--- src/rtl/fpau_pkg.sv ---
// ----------------------------------------------------------------------------
// fpau_pkg
// Opcodes, item classes and shared types of the fixed-point arithmetic unit.
// ----------------------------------------------------------------------------
package fpau_pkg;

  typedef enum logic [4:0] {
    OP_FROM_INT   = 5'd0,
    OP_FROM_FLOAT = 5'd1,
    OP_TO_INT     = 5'd2,
    OP_TO_FLOAT   = 5'd3,
    OP_ADD        = 5'd4,
    OP_SUB        = 5'd5,
    OP_MUL        = 5'd6,
    OP_DIV        = 5'd7,
    OP_GT         = 5'd8,
    OP_GE         = 5'd9,
    OP_LT         = 5'd10,
    OP_LE         = 5'd11,
    OP_EQ         = 5'd12,
    OP_NE         = 5'd13,
    OP_MIN        = 5'd14,
    OP_MAX        = 5'd15,
    OP_INC        = 5'd16,
    OP_DEC        = 5'd17
  } opcode_e;

  // Which part of the back end finishes an item
  typedef enum logic [2:0] {
    CL_SIMPLE,
    CL_MUL,
    CL_DIV,
    CL_FROMF,
    CL_TOF,
    CL_NONE
  } op_class_e;

  // How stage two completes the result
  typedef enum logic [3:0] {
    FIN_DIRECT = 4'b0001,
    FIN_MUL    = 4'b0010,
    FIN_TOF    = 4'b0100,
    FIN_FROMF  = 4'b1000
  } fin_e;

  typedef enum logic [2:0] {
    DIV_IDLE = 3'b001,
    DIV_RUN  = 3'b010,
    DIV_DONE = 3'b100
  } div_state_e;

  localparam int QDEPTH = 2;
  localparam int QPTR_W = 1;
  localparam int QCNT_W = 2;

  typedef struct packed {
    logic [4:0]  cmd;
    op_class_e   cls;
    logic [31:0] a;
    logic [31:0] b;
  } item_t;

  typedef struct packed {
    logic [QCNT_W-1:0] count;
    logic              push;
    logic              pop;
  } qstat_t;

endpackage

--- src/rtl/fpau_if.sv ---
// ----------------------------------------------------------------------------
// fpau_if
// Valid/ready channels of the fixed-point arithmetic unit.
// ----------------------------------------------------------------------------
interface fpau_in_if;
  logic        valid;
  logic        ready;
  logic [4:0]  cmd;
  logic [31:0] operand_a;
  logic [31:0] operand_b;

  modport source (output valid, cmd, operand_a, operand_b, input ready);
  modport sink   (input valid, cmd, operand_a, operand_b, output ready);
endinterface

interface fpau_out_if;
  logic        valid;
  logic        ready;
  logic [31:0] result_word;
  logic        compare_true;
  logic        divide_by_zero;

  modport source (output valid, result_word, compare_true, divide_by_zero, input ready);
  modport sink   (input valid, result_word, compare_true, divide_by_zero, output ready);
endinterface

--- src/rtl/fpau_front.sv ---
// ----------------------------------------------------------------------------
// fpau_front
// Accepts input transactions, classifies the opcode and pushes to the queue.
// ----------------------------------------------------------------------------
module fpau_front
  import fpau_pkg::*;
(
  fpau_in_if.sink in_i,
  input  logic    q_full_i,
  output logic    q_push_o,
  output item_t   q_item_o
);

  function automatic op_class_e classify(input logic [4:0] cmd);
    op_class_e cls;
    cls = CL_NONE;
    unique case (opcode_e'(cmd))
      OP_FROM_FLOAT: cls = CL_FROMF;
      OP_TO_FLOAT:   cls = CL_TOF;
      OP_MUL:        cls = CL_MUL;
      OP_DIV:        cls = CL_DIV;
      OP_FROM_INT, OP_TO_INT, OP_ADD, OP_SUB, OP_GT, OP_GE, OP_LT, OP_LE,
      OP_EQ, OP_NE, OP_MIN, OP_MAX, OP_INC, OP_DEC: cls = CL_SIMPLE;
      default:       cls = CL_NONE;
    endcase
    return cls;
  endfunction

  assign in_i.ready    = !q_full_i;
  assign q_push_o      = in_i.valid && !q_full_i;
  assign q_item_o.cmd  = in_i.cmd;
  assign q_item_o.cls  = classify(in_i.cmd);
  assign q_item_o.a    = in_i.operand_a;
  assign q_item_o.b    = in_i.operand_b;

endmodule

--- src/rtl/fpau_queue.sv ---
// ----------------------------------------------------------------------------
// fpau_queue
// Two-entry queue between the front and the back end.
// ----------------------------------------------------------------------------
module fpau_queue
  import fpau_pkg::*;
(
  input  logic   clk_i,
  input  logic   rst_ni,
  input  logic   push_i,
  input  item_t  item_i,
  input  logic   pop_i,
  output item_t  item_o,
  output logic   full_o,
  output logic   empty_o,
  output qstat_t stat_o
);

  item_t             mem_q [QDEPTH];
  logic [QPTR_W-1:0] wr_ptr_q, rd_ptr_q;
  logic [QCNT_W-1:0] cnt_q, cnt_d;

  assign full_o  = cnt_q == QCNT_W'(QDEPTH);
  assign empty_o = cnt_q == '0;
  assign item_o  = mem_q[rd_ptr_q];

  always_comb begin
    cnt_d = cnt_q;
    if (push_i && !pop_i) cnt_d = cnt_q + 1'b1;
    else if (pop_i && !push_i) cnt_d = cnt_q - 1'b1;
  end

  always_ff @(posedge clk_i or negedge rst_ni) begin
    if (!rst_ni) begin
      wr_ptr_q <= '0;
      rd_ptr_q <= '0;
      cnt_q    <= '0;
    end else begin
      if (push_i) wr_ptr_q <= wr_ptr_q + 1'b1;
      if (pop_i)  rd_ptr_q <= rd_ptr_q + 1'b1;
      cnt_q <= cnt_d;
    end
  end

  always_ff @(posedge clk_i) begin
    if (push_i) mem_q[wr_ptr_q] <= item_i;
  end

  assign stat_o.count = cnt_q;
  assign stat_o.push  = push_i;
  assign stat_o.pop   = pop_i;

endmodule

--- src/rtl/fpau_div.sv ---
// ----------------------------------------------------------------------------
// fpau_div
// Iterative restoring divider for unsigned magnitudes, one quotient bit a cycle.
// ----------------------------------------------------------------------------
module fpau_div
  import fpau_pkg::*;
#(
  parameter int FRAC_BITS = 8
) (
  input  logic                  clk_i,
  input  logic                  rst_ni,
  input  logic                  start_i,
  input  logic [31+FRAC_BITS:0] dividend_i,
  input  logic [31:0]           divisor_i,
  input  logic                  ack_i,
  output logic                  busy_o,
  output logic                  done_o,
  output logic [31+FRAC_BITS:0] quot_o
);

  localparam int DW = 32 + FRAC_BITS;
  localparam int CW = $clog2(DW);

  div_state_e    state_q, state_d;
  logic [CW-1:0] cnt_q;
  logic [31:0]   rem_q, dsr_q;
  logic [DW-1:0] quo_q;
  logic [32:0]   rem_sh, rem_sub;
  logic          take;

  assign rem_sh  = {rem_q, quo_q[DW-1]};
  assign rem_sub = rem_sh - {1'b0, dsr_q};
  assign take    = !rem_sub[32];

  always_comb begin
    state_d = state_q;
    unique case (state_q)
      DIV_IDLE: if (start_i) state_d = DIV_RUN;
      DIV_RUN:  if (cnt_q == '0) state_d = DIV_DONE;
      DIV_DONE: if (ack_i) state_d = DIV_IDLE;
      default:  state_d = DIV_IDLE;
    endcase
  end

  always_ff @(posedge clk_i or negedge rst_ni) begin
    if (!rst_ni) state_q <= DIV_IDLE;
    else         state_q <= state_d;
  end

  always_ff @(posedge clk_i) begin
    if (state_q == DIV_IDLE && start_i) begin
      rem_q <= '0;
      quo_q <= dividend_i;
      dsr_q <= divisor_i;
      cnt_q <= CW'(DW - 1);
    end else if (state_q == DIV_RUN) begin
      rem_q <= take ? rem_sub[31:0] : rem_sh[31:0];
      quo_q <= {quo_q[DW-2:0], take};
      cnt_q <= cnt_q - 1'b1;
    end
  end

  assign busy_o = state_q != DIV_IDLE;
  assign done_o = state_q == DIV_DONE;
  assign quot_o = quo_q;

endmodule

--- src/rtl/fpau_back.sv ---
// ----------------------------------------------------------------------------
// fpau_back
// Execution pipeline: operand stage, finishing stage and output register.
// ----------------------------------------------------------------------------
module fpau_back
  import fpau_pkg::*;
#(
  parameter int FRAC_BITS = 8
) (
  input  logic        clk_i,
  input  logic        rst_ni,
  input  logic        q_empty_i,
  input  item_t       q_item_i,
  output logic        q_pop_o,
  fpau_out_if.source  out_o
);

  localparam int DW = 32 + FRAC_BITS;

  // stage one
  logic        s1_valid_q;
  item_t       s1_q;
  // stage two
  logic              s2_valid_q;
  fin_e              s2_fin_q;
  logic [31:0]       s2_res_q;
  logic              s2_cmp_q, s2_dz_q;
  logic [63:0]       s2_prod_q;
  logic              s2_sgn_q;
  logic [31:0]       s2_mag_q;
  logic [4:0]        s2_lz_q;
  logic [23:0]       s2_sig_q;
  logic signed [9:0] s2_sh_q;
  // output register
  logic        out_valid_q;
  logic [31:0] out_res_q;
  logic        out_cmp_q, out_dz_q;

  logic out_en, s2_free, s1_done, s1_adv, s1_load;

  // divider
  logic          div_start, div_busy, div_done;
  logic [DW-1:0] div_quot, div_dividend;
  logic [31:0]   abs_a, abs_b, q_lo;
  logic          b_zero;

  assign out_en  = !out_valid_q || out_o.ready;
  assign s2_free = !s2_valid_q || out_en;
  assign b_zero  = s1_q.b == '0;
  assign s1_done = s1_q.cls != CL_DIV || b_zero || div_done;
  assign s1_adv  = s1_valid_q && s1_done && s2_free;
  assign s1_load = !q_empty_i && (!s1_valid_q || s1_adv);
  assign q_pop_o = s1_load;

  assign abs_a        = s1_q.a[31] ? (32'd0 - s1_q.a) : s1_q.a;
  assign abs_b        = s1_q.b[31] ? (32'd0 - s1_q.b) : s1_q.b;
  assign div_dividend = DW'(abs_a) << FRAC_BITS;
  assign div_start    = s1_valid_q && s1_q.cls == CL_DIV && !b_zero && !div_busy;

  fpau_div #(.FRAC_BITS(FRAC_BITS)) u_div (
    .clk_i      (clk_i),
    .rst_ni     (rst_ni),
    .start_i    (div_start),
    .dividend_i (div_dividend),
    .divisor_i  (abs_b),
    .ack_i      (s1_adv),
    .busy_o     (div_busy),
    .done_o     (div_done),
    .quot_o     (div_quot)
  );

  assign q_lo = div_quot[31:0];

  function automatic logic [4:0] lead_zeros(input logic [31:0] v);
    logic [4:0] n;
    n = '0;
    for (int i = 0; i < 32; i++) begin
      if (v[i]) n = 5'(31 - i);
    end
    return n;
  endfunction

  // ---------------- stage one: operands and simple ops ----------------
  logic signed [31:0] sa, sb;
  fin_e               a_fin;
  logic [31:0]        a_res;
  logic               a_cmp, a_dz;
  logic [7:0]         f_exp;
  logic [22:0]        f_man;
  logic [8:0]         f_eeff;
  logic signed [9:0]  f_sh;

  assign sa     = $signed(s1_q.a);
  assign sb     = $signed(s1_q.b);
  assign f_exp  = s1_q.a[30:23];
  assign f_man  = s1_q.a[22:0];
  assign f_eeff = (f_exp == '0) ? 9'd1 : {1'b0, f_exp};
  assign f_sh   = $signed({1'b0, f_eeff}) - 10'sd150 + 10'(FRAC_BITS);

  always_comb begin
    a_fin = FIN_DIRECT;
    a_res = '0;
    a_cmp = 1'b0;
    a_dz  = 1'b0;
    unique case (opcode_e'(s1_q.cmd))
      OP_FROM_INT: a_res = s1_q.a << FRAC_BITS;
      OP_FROM_FLOAT: begin
        if (f_exp == 8'hFF) begin
          if (f_man != '0) a_res = '0;
          else a_res = s1_q.a[31] ? 32'h8000_0000 : 32'h7FFF_FFFF;
        end else if (f_exp == '0 && f_man == '0) begin
          a_res = '0;
        end else begin
          a_fin = FIN_FROMF;
        end
      end
      OP_TO_INT:   a_res = 32'(sa >>> FRAC_BITS);
      OP_TO_FLOAT: if (s1_q.a != '0) a_fin = FIN_TOF;
      OP_ADD:      a_res = s1_q.a + s1_q.b;
      OP_SUB:      a_res = s1_q.a - s1_q.b;
      OP_MUL:      a_fin = FIN_MUL;
      OP_DIV: begin
        if (b_zero) a_dz = 1'b1;
        else a_res = (s1_q.a[31] ^ s1_q.b[31]) ? (32'd0 - q_lo) : q_lo;
      end
      OP_GT:  a_cmp = sa > sb;
      OP_GE:  a_cmp = sa >= sb;
      OP_LT:  a_cmp = sa < sb;
      OP_LE:  a_cmp = sa <= sb;
      OP_EQ:  a_cmp = sa == sb;
      OP_NE:  a_cmp = sa != sb;
      OP_MIN: a_res = (sa > sb) ? s1_q.b : s1_q.a;
      OP_MAX: a_res = (sa < sb) ? s1_q.b : s1_q.a;
      OP_INC: a_res = s1_q.a + 32'd1;
      OP_DEC: a_res = s1_q.a - 32'd1;
      default: a_res = '0;
    endcase
  end

  always_ff @(posedge clk_i or negedge rst_ni) begin
    if (!rst_ni) begin
      s1_valid_q  <= 1'b0;
      s2_valid_q  <= 1'b0;
      out_valid_q <= 1'b0;
    end else begin
      if (s1_load) s1_valid_q <= 1'b1;
      else if (s1_adv) s1_valid_q <= 1'b0;
      if (s1_adv) s2_valid_q <= 1'b1;
      else if (out_en) s2_valid_q <= 1'b0;
      if (s2_valid_q && out_en) out_valid_q <= 1'b1;
      else if (out_o.ready) out_valid_q <= 1'b0;
    end
  end

  always_ff @(posedge clk_i) begin
    if (s1_load) s1_q <= q_item_i;
    if (s1_adv) begin
      s2_fin_q  <= a_fin;
      s2_res_q  <= a_res;
      s2_cmp_q  <= a_cmp;
      s2_dz_q   <= a_dz;
      s2_prod_q <= 64'(64'(sa) * 64'(sb));
      s2_sgn_q  <= s1_q.a[31];
      s2_mag_q  <= abs_a;
      s2_lz_q   <= lead_zeros(abs_a);
      s2_sig_q  <= {(f_exp != '0), f_man};
      s2_sh_q   <= f_sh;
    end
  end

  // ---------------- stage two: finish shifts and rounding ----------------
  logic [31:0] b_res;
  logic [31:0] t_norm;
  logic        t_rnd;
  logic [24:0] t_keep;
  logic [8:0]  t_exp;
  logic [22:0] t_man;
  logic [63:0] f_mag;
  logic [9:0]  f_n;
  logic [31:0] f_res;

  always_comb begin
    t_norm = s2_mag_q << s2_lz_q;
    // round to nearest even on the bits below the 24-bit significand
    t_rnd  = t_norm[7] && ((|t_norm[6:0]) || t_norm[8]);
    t_keep = {1'b0, t_norm[31:8]} + 25'(t_rnd);
    t_exp  = 9'd31 - 9'(s2_lz_q) + 9'd127 - 9'(FRAC_BITS) + 9'(t_keep[24]);
    t_man  = t_keep[24] ? t_keep[23:1] : t_keep[22:0];
  end

  always_comb begin
    f_n   = 10'd0 - 10'(s2_sh_q);
    f_mag = '0;
    if (!s2_sh_q[9]) begin
      if (s2_sh_q > 10'sd39) f_mag = 64'hFF_FFFF_FFFF;
      else f_mag = 64'(s2_sig_q) << s2_sh_q[5:0];
    end else if (f_n <= 10'd25) begin
      f_mag = (64'(s2_sig_q) + (64'd1 << (f_n[4:0] - 5'd1))) >> f_n[4:0];
    end
    if (s2_sgn_q) begin
      if (f_mag >= 64'h8000_0000) f_res = 32'h8000_0000;
      else f_res = 32'd0 - f_mag[31:0];
    end else begin
      if (f_mag > 64'h7FFF_FFFF) f_res = 32'h7FFF_FFFF;
      else f_res = f_mag[31:0];
    end
  end

  always_comb begin
    unique case (s2_fin_q)
      FIN_MUL:   b_res = s2_prod_q[FRAC_BITS +: 32];
      FIN_TOF:   b_res = {s2_sgn_q, t_exp[7:0], t_man};
      FIN_FROMF: b_res = f_res;
      default:   b_res = s2_res_q;
    endcase
  end

  always_ff @(posedge clk_i) begin
    if (s2_valid_q && out_en) begin
      out_res_q <= b_res;
      out_cmp_q <= s2_cmp_q;
      out_dz_q  <= s2_dz_q;
    end
  end

  assign out_o.valid          = out_valid_q;
  assign out_o.result_word    = out_res_q;
  assign out_o.compare_true   = out_cmp_q;
  assign out_o.divide_by_zero = out_dz_q;

endmodule

--- src/rtl/fixed_point_arith_unit_core.sv ---
// ----------------------------------------------------------------------------
// fixed_point_arith_unit_core
// Signed 32-bit fixed-point ALU with FRAC_BITS fraction bits.
// ----------------------------------------------------------------------------
// Usage:
//   in_i carries one operation per transaction: cmd, operand_a, operand_b.
//   out_o returns one transaction per operation, in order: result_word,
//   compare_true and divide_by_zero.
//   The front classifies the opcode and writes a two-entry queue; the back
//   end runs an operand stage, a finishing stage and an output register.
//   An accepted operation passes the queue, stage one, stage two and the
//   output register on its way to out_o.valid. Throughput is one operation
//   per cycle while out_o.ready is high and no div runs. A div with a nonzero
//   divisor runs the bit-serial divider, one quotient bit per cycle, while the
//   back end holds later operations; the queue keeps taking input until full.
//   When out_o.ready is low the output register holds its result and the
//   pipeline and then the queue fill before in_i.ready drops.
//   Reset empties the queue and all pipeline stages; no result is pending.
// ----------------------------------------------------------------------------
module fixed_point_arith_unit_core
  import fpau_pkg::*;
#(
  parameter int FRAC_BITS = 8
) (
  input  logic       clk_i,
  input  logic       rst_ni,
  fpau_in_if.sink    in_i,
  fpau_out_if.source out_o
);

  logic   q_push, q_pop, q_full, q_empty;
  item_t  q_wr_item, q_rd_item;
  qstat_t q_stat;

  fpau_front u_front (
    .in_i     (in_i),
    .q_full_i (q_full),
    .q_push_o (q_push),
    .q_item_o (q_wr_item)
  );

  fpau_queue u_queue (
    .clk_i   (clk_i),
    .rst_ni  (rst_ni),
    .push_i  (q_push),
    .item_i  (q_wr_item),
    .pop_i   (q_pop),
    .item_o  (q_rd_item),
    .full_o  (q_full),
    .empty_o (q_empty),
    .stat_o  (q_stat)
  );

  fpau_back #(.FRAC_BITS(FRAC_BITS)) u_back (
    .clk_i     (clk_i),
    .rst_ni    (rst_ni),
    .q_empty_i (q_empty),
    .q_item_i  (q_rd_item),
    .q_pop_o   (q_pop),
    .out_o     (out_o)
  );

`ifndef SYNTHESIS
  a_q_bound: assert property (@(posedge clk_i) disable iff (!rst_ni)
    q_stat.count <= QCNT_W'(QDEPTH))
    else $error("queue count above depth");

  a_q_pop_nonempty: assert property (@(posedge clk_i) disable iff (!rst_ni)
    q_stat.pop |-> q_stat.count != '0)
    else $error("pop from empty queue");

  a_q_push_count: assert property (@(posedge clk_i) disable iff (!rst_ni)
    (q_stat.push && !q_stat.pop) |=> q_stat.count == $past(q_stat.count) + 1'b1)
    else $error("queue count lost a push");

  a_dz_clean: assert property (@(posedge clk_i) disable iff (!rst_ni)
    (out_o.valid && out_o.divide_by_zero) |-> (out_o.result_word == '0 &&
                                              !out_o.compare_true))
    else $error("divide by zero with nonzero result");
`endif

endmodule

--- src/flat_wrapper.sv ---
// flat-port wrapper written by rule: the top's interface ports become plain ports
module fixed_point_arith_unit_core_flat import fpau_pkg::*;
#(
  parameter int FRAC_BITS = 8
)
  (clk_i, rst_ni, in_i_valid, in_i_cmd, in_i_operand_a, in_i_operand_b, in_i_ready, out_o_valid, out_o_result_word, out_o_compare_true, out_o_divide_by_zero, out_o_ready);
  fpau_in_if in_i_i ();
  fpau_out_if out_o_i ();
  input  logic clk_i;
  input  logic rst_ni;
  input wire logic [$bits(in_i_i.valid)-1:0] in_i_valid;
  input wire logic [$bits(in_i_i.cmd)-1:0] in_i_cmd;
  input wire logic [$bits(in_i_i.operand_a)-1:0] in_i_operand_a;
  input wire logic [$bits(in_i_i.operand_b)-1:0] in_i_operand_b;
  output wire logic [$bits(in_i_i.ready)-1:0] in_i_ready;
  output wire logic [$bits(out_o_i.valid)-1:0] out_o_valid;
  output wire logic [$bits(out_o_i.result_word)-1:0] out_o_result_word;
  output wire logic [$bits(out_o_i.compare_true)-1:0] out_o_compare_true;
  output wire logic [$bits(out_o_i.divide_by_zero)-1:0] out_o_divide_by_zero;
  input wire logic [$bits(out_o_i.ready)-1:0] out_o_ready;
  assign in_i_i.valid = in_i_valid;
  assign in_i_i.cmd = in_i_cmd;
  assign in_i_i.operand_a = in_i_operand_a;
  assign in_i_i.operand_b = in_i_operand_b;
  assign in_i_ready = in_i_i.ready;
  assign out_o_valid = out_o_i.valid;
  assign out_o_result_word = out_o_i.result_word;
  assign out_o_compare_true = out_o_i.compare_true;
  assign out_o_divide_by_zero = out_o_i.divide_by_zero;
  assign out_o_i.ready = out_o_ready;
  fixed_point_arith_unit_core #(.FRAC_BITS(FRAC_BITS)) u_core (.clk_i(clk_i), .rst_ni(rst_ni), .in_i(in_i_i), .out_o(out_o_i));
endmodule
--- config.mk ---
export PLATFORM = sky130hd
export DESIGN_NAME = fixed_point_arith_unit_core_flat
export DESIGN_NICKNAME = d
export VERILOG_FILES = /design/src/rtl/fpau_pkg.sv /design/src/rtl/fpau_if.sv /design/src/rtl/fpau_front.sv /design/src/rtl/fpau_queue.sv /design/src/rtl/fpau_div.sv /design/src/rtl/fpau_back.sv /design/src/rtl/fixed_point_arith_unit_core.sv /design/src/flat_wrapper.sv
export SDC_FILE = /design/constraint.sdc
export NUM_CORES = 2
export LEC_CHECK = 0
export BUFFER_PORTS_ARGS = -buffer_cell sky130_fd_sc_hd__buf_2
export CAP_MARGIN = 30
export CORE_ASPECT_RATIO = 0.9
export CORE_UTILIZATION = 45
export CTS_BUF_LIST = sky130_fd_sc_hd__clkbuf_4 sky130_fd_sc_hd__clkbuf_8
export DETAILED_ROUTE_END_ITERATION = 12
export HOLD_SLACK_MARGIN = 0.02
export PLACE_DENSITY = 0.71
export SYNTH_ARGS = -nofsm -noshare
export SYNTH_HDL_FRONTEND = slang
export SYNTH_SLANG_ARGS = --single-unit
--- constraint.sdc ---
create_clock -name clk_i -period 8.2 [get_ports clk_i]
set_input_delay 0.41 -clock clk_i [delete_from_list [all_inputs] [get_ports clk_i]]
set_output_delay 0.41 -clock clk_i [all_outputs]
set_load 0.02 [all_outputs]
; ---- Yosys cells after proc, flatten, opt, wreduce, memory -nomap -nowiden
; Memory sizes are Yosys's and may differ from the RTL's. A register that Yosys moved wholly into a read port is not among the register bits.
; Cells that the tools add are included.
[word_totals]
ff_bits = 304
ramBits = 144
mem_bits_ro = 96
output_inout_bits = 36
n_memories = 2
[memory_table]
columns = name, words, width, rd, rd_clocked_by_memory_dff, write_ports, line
row1 = u_core.u_queue.mem_q, 2, 72, 1, 1, 1, fpau_queue.sv:19  ; item_t mem_q [QDEPTH];
row2 = (name not given), 32, 3, 1, 0, 0, fpau_front.sv:17  ; unique case (opcode_e'(cmd))
[classes]
add_sub_neg = 24
multipliers = 1
order_cmp = 8
eq_ne = 33
n_shift = 4
muxes = 73
n_bitwise = 1
reduce_logical = 49
[op_table]
columns = operator, count
row1 = $mux W32, 12
row2 = $pmux W32 S10, 1
row3 = $mux W64, 3
row4 = $sub A1 B32 Y32 const A, 4
row5 = $pmux W32 S3, 1
row6 = $mux W40, 2
row7 = $mux W5, 16
row8 = $add A24 B64 Y64, 1
row9 = $ge A64 B32 Y1 const B, 1
row10 = $gt A64 B31 Y1 const B, 1
row11 = $shl A1 B5 Y64 const A, 1
row12 = $shl A24 B6 Y64, 1
row13 = $shr A64 B5 Y64, 1
row14 = $eq A5 B4 Y1 const B, 8
row15 = $mul A32 B32 Y40, 1
row16 = $mux W4, 10
row17 = $sub A33 B32 Y33, 1
row18 = $add A32 B1 Y32 const B, 1
row19 = $add A32 B32 Y32, 1
row20 = $eq A32 B32 Y1, 1
row21 = $ge A32 B32 Y1, 1
row22 = $gt A32 B32 Y1, 1
row23 = $le A32 B32 Y1, 1
row24 = $logic_not A32 Y1, 1
row25 = 64 further kinds, 121

; ---- Depth between registers and ports, before layout
[depth]
ltp_word = 33
ltp_mapped = 34
mapped_depth_nobuf = 31

; ---- Hierarchy
; A second synthesis with hierarchy kept.
[hier_totals]
hier_cells = 6833
area_unflattened_um2 = 62515.0
[modules_own_cells]
columns = mod, n_inst, cells_per_inst, area_each_um2, seq_area_each_um2
row1 = fpau_back, 1, 5819, 49769.0, 7492.2
row2 = fpau_div, 1, 690, 6403.6, 2999.1
row3 = fpau_queue, 1, 242, 5746.8, 4424.2
row4 = fpau_front, 1, 82, 595.6, 0.0

; ---- Worst setup path before layout
; No wires, ideal clock.
[synth_path]
path_type = flip-flop to flip-flop
startpoint = register u_core.u_back.sb[2] (netlist name)
endpoint = register u_core.u_back.s2_prod_q[39] (data pin)
arrival_ns = 7.842
required_ns = 7.934
setup_slack_ns = 0.092
path_stages_with_launch = 30
n_path_buf = 3
synth_period_minus_slack_ns = 8.108
path_cell_list = edfxtp_1 > clkbuf_1 > clkbuf_1 > clkbuf_1 > nand2_1 > fa_1 > inv_1 > fa_1 > inv_1 > fa_1 > inv_1 > fa_1 > inv_1 > fa_1 > inv_1 > fa_1 > fa_1 > fa_1 > ha_1 > o21a_1 > o21ai_0 > or3_1 > o21ai_0 > o211ai_1 > a21boi_0 > o21a_1 > o41ai_1 > o21ai_0 > o41ai_1 > xnor2_1
[synth_between]
elab_chain_len = 1
[synth_rtl]
columns = element, line
row1 = $mul A32 B32 Y40, fpau_back.sv:162  ; s2_prod_q <= 64'(64'(sa) * 64'(sb));
row2 = to (signal assigned), fpau_back.sv:162
row3 = to (decl), fpau_back.sv:28  ; logic [63:0] s2_prod_q;
; No other way between the ends.
; A chain may end at the register's enable or synchronous reset.

; ---- Final worst setup path
[layout_path]
startpoint = register u_core.u_back.sa[10] (netlist name)
endpoint = register u_core.u_back.s2_prod_q[38] (data pin)
[layout_between]
elab_chain_len = 1
[layout_rtl]
columns = element, line
row1 = $mul A32 B32 Y40, fpau_back.sv:162
; No other way between the ends.

==> impl_metrics.ini <==
[place]
place_congestion = 1.01
dp_cells = 8287
dp_hpwl_um = 161000
io_buffers = 108
pre_cts_ws_ps = -131

[timing]
fin_skew_ps = 89.5
relSlewSlack_pct = 27.1
hold_violations = 0
max_freq_mhz = 127
fin_crit_sh_pct = 96.2
tightest_slew_ps = 1080
timing.hold.ws_ps = 189
setup_viol = 0
setup_ws_ps = 315
fin_crit_ps = 7890
slew_viol_final = 0

[drt]
drtIter0Drc = 5990
ant_nets = 0
wl_um = 207000
via_count = 50994
wl_per_cell_um = 24.3
vias_per_cell = 5.98
route.detailed.drc = 0
drtPass1Iterations = 10

[setup_path]
critPathSlowestCell = fa_1
setup.worst_path.end_class = flip-flop
cpMostUsedCell = fa_1
path_class = reg -> reg
arrival_ps = 8480
crit_required_ps = 8790
slowest_delay_ps = 550
crit_fanout = 22
start_kind = flip-flop

[clock_network]
clk_pin_slew_ps = 90
ctsHtreeMaxLevel = 3
insertion_delay_ps = 840
clockBufferDepth = 3
cts_made_buffers = 83
ctsRootBufferMaster = clkbuf_8
cts_sinks = 511
cts_tree = yes

[floorplanning]
start_util_pct = 45.6
core_area_um2 = 132000
io_pins = 109
die_h_um = 349
rows = 126
die_w_um = 387
dieArea_um2 = 135000

[final_layout]
drive_gt1_share_pct = 10.9
final_cell_mix = inv_1, nand2_1, fa_1
area_growth_pct = 9.49
fillerInstances = 12187
final_common_cell = inv_1
layout.cells.non_filler = 8534
utilization_pct = 50.0
final_nets = 7763

[hold_path]
hold_path.class = in -> async

[synth]
synthFlopType = edfxtp_1
async_reset_ff_share_pct = 1.96
syn_area_um2 = 60200
synth_edf_count = 455
syn_area_per_cell_um2 = 9.09
syn_inst = 6614
synth_fp_nets = 7644
ys_ff_latch = 511
yosysWarnings = 0
yosys.cell_types.count = 122
ys_seq_area_share_pct = 24.7

[global_routing]
grt_use_total_pct = 30.4
grt_pass1_vias = 50405
grt_first_pass_wirelength_um = 313000
grt_overflow = 0
grt_max_degree = 84
antenna_found_initial = 13

[outcome]
status = complete, no violations

[flow_run]
maxCapViolCount = 0
-- what timing repair did --
item / CTS / global route
endpoints found under the hold margin: 156 / 0
resized for setup: 1 / 11
setup buffers: 0 / 16
endpoints found under the setup margin: 3 / 13
hold buffers: 73 / 0
-- metrics by stage --
stage | cell area [um2] | TNS (ps)
2_1_floorplan | 60200 | 0
3_5_place_dp | 63100 | -191
6_report | 65900 | 0
3_3_place_gp | 63100 | 0
5_1_grt | 65900 | -9.61
4_1_cts | 65700 | 0
-- Yosys cell counts, types with 23 or more instances --
library cell | instances | area, um2
o31ai_1 | 26 | 195
and2_1 | 198 | 1240
mux2i_1 | 101 | 1010
mux4_2 | 42 | 946
nor3_1 | 96 | 480
a221oi_1 | 28 | 245
buf_2 | 33 | 165
nand2b_1 | 59 | 369
nor2b_1 | 31 | 194
a21oi_1 | 283 | 1420
or3_1 | 37 | 231
o21ai_0 | 265 | 1330
xnor2_1 | 222 | 1940
a221o_1 | 23 | 230
o21a_1 | 37 | 278
fa_1 | 646 | 12900
a31oi_1 | 45 | 282
a211oi_1 | 37 | 278
buf_1 | 60 | 225
o211ai_1 | 43 | 323
nand3_1 | 159 | 796
nor2_1 | 390 | 1460
and3_1 | 37 | 231
or2_2 | 31 | 194
inv_1 | 952 | 3570
nand4_1 | 41 | 257
xor2_1 | 99 | 867
nor4_1 | 42 | 263
nand2_1 | 909 | 3410
mux2_2 | 100 | 1130
edfxtp_1 | 455 | 13700
a21o_1 | 52 | 390
dfxtp_1 | 46 | 921
clkbuf_1 | 274 | 1030
ha_1 | 311 | 3890
-- routing by layer --
| metal | GRT usage [%] | share of wire [%] | up-vias |
|---|---|---|---|
| met5 | 0 | 0.017 | - |
| met4 | 9.92 | 3.3 | 6 |
| met3 | 7.78 | 12 | 421 |
| met2 | 45.1 | 43 | 2895 |
| met1 | 43.2 | 42 | 25303 |
| li1 | - | - | 22369 |
-- cells by family after synthesis --
logic type | Yosys count | share of synthesized area (%)
flip-flops | 511 | 24.7
AND/OR/NAND/NOR | 2127 | 16.6
buffers and inverters | 1341 | 8.53
multiplexers | 245 | 5.19
AO/OA/AOI/OAI | 1112 | 12.3
adder cells (fa/ha/maj) | 957 | 28.0
XOR/XNOR | 321 | 4.67
-- final cells by class --
class	instances	area, um2	share of cell area [%]
inverter	962	3620	5.49
sequential	511	14800	22.5
clock inverter	51	480	0.730
multi-input combinational	4762	40300	61.2
timing repair buffer	413	3120	4.74
tap	1728	2160	3.28
clock buffer	102	1320	2.00
antenna	5	12.5	0.0190
-- worst paths after layout --
check	slack [ps]	from	depth (start not counted)	endpoint
min in group clk_i	310	in_i_operand_a[30]	2	u_core.u_queue.mem_q[0][62]
min reg2reg	470	u_core.u_back.s2_cmp_q	0	u_core.u_back.out_o.compare_true
max	310	u_core.u_back.sa[10]	29	u_core.u_back.s2_prod_q[38]
max reg2reg	310	u_core.u_back.sa[10]	29	u_core.u_back.s2_prod_q[38]
min	190	rst_ni	2	u_core.u_back.u_div.state_q[0]
max in group asynchronous	6890	rst_ni	3	u_core.u_queue.rd_ptr_q
-- sequential cells by signal, summed over array words and instances, names as in the netlist, 2 cells and up --
signal / flops
u_core.u_back.out_o.result_word: 32
u_core.u_back.s1_q: 8
u_core.u_back.s2_fin_q: 4
u_core.u_back.s2_lz_q: 5
u_core.u_back.s2_mag_q: 32
u_core.u_back.s2_prod_q: 32
u_core.u_back.s2_res_q: 32
u_core.u_back.s2_sh_q: 10
u_core.u_back.s2_sig_q: 23
u_core.u_back.sa: 32
u_core.u_back.sb: 32
u_core.u_back.u_div.cnt_q: 6
u_core.u_back.u_div.dsr_q: 32
u_core.u_back.u_div.quot_o: 40
u_core.u_back.u_div.rem_q: 32
u_core.u_back.u_div.state_q: 3
u_core.u_queue.cnt_q: 2
u_core.u_queue.mem_q: 144
-- critical path: cells and delay by family, from the launching register on --
family / cells / cell delay (ps)
fa+ha+maj: 9 / 4320
compound gates: 8 / 1650
simple gates: 2 / 250
xor+xnor: 1 / 90
buf+inv: 9 / 1000
flops: 1 / 380
Power is not shown: default switching activity piles up to over one toggle a cycle in this logic, so the estimate is an artifact.
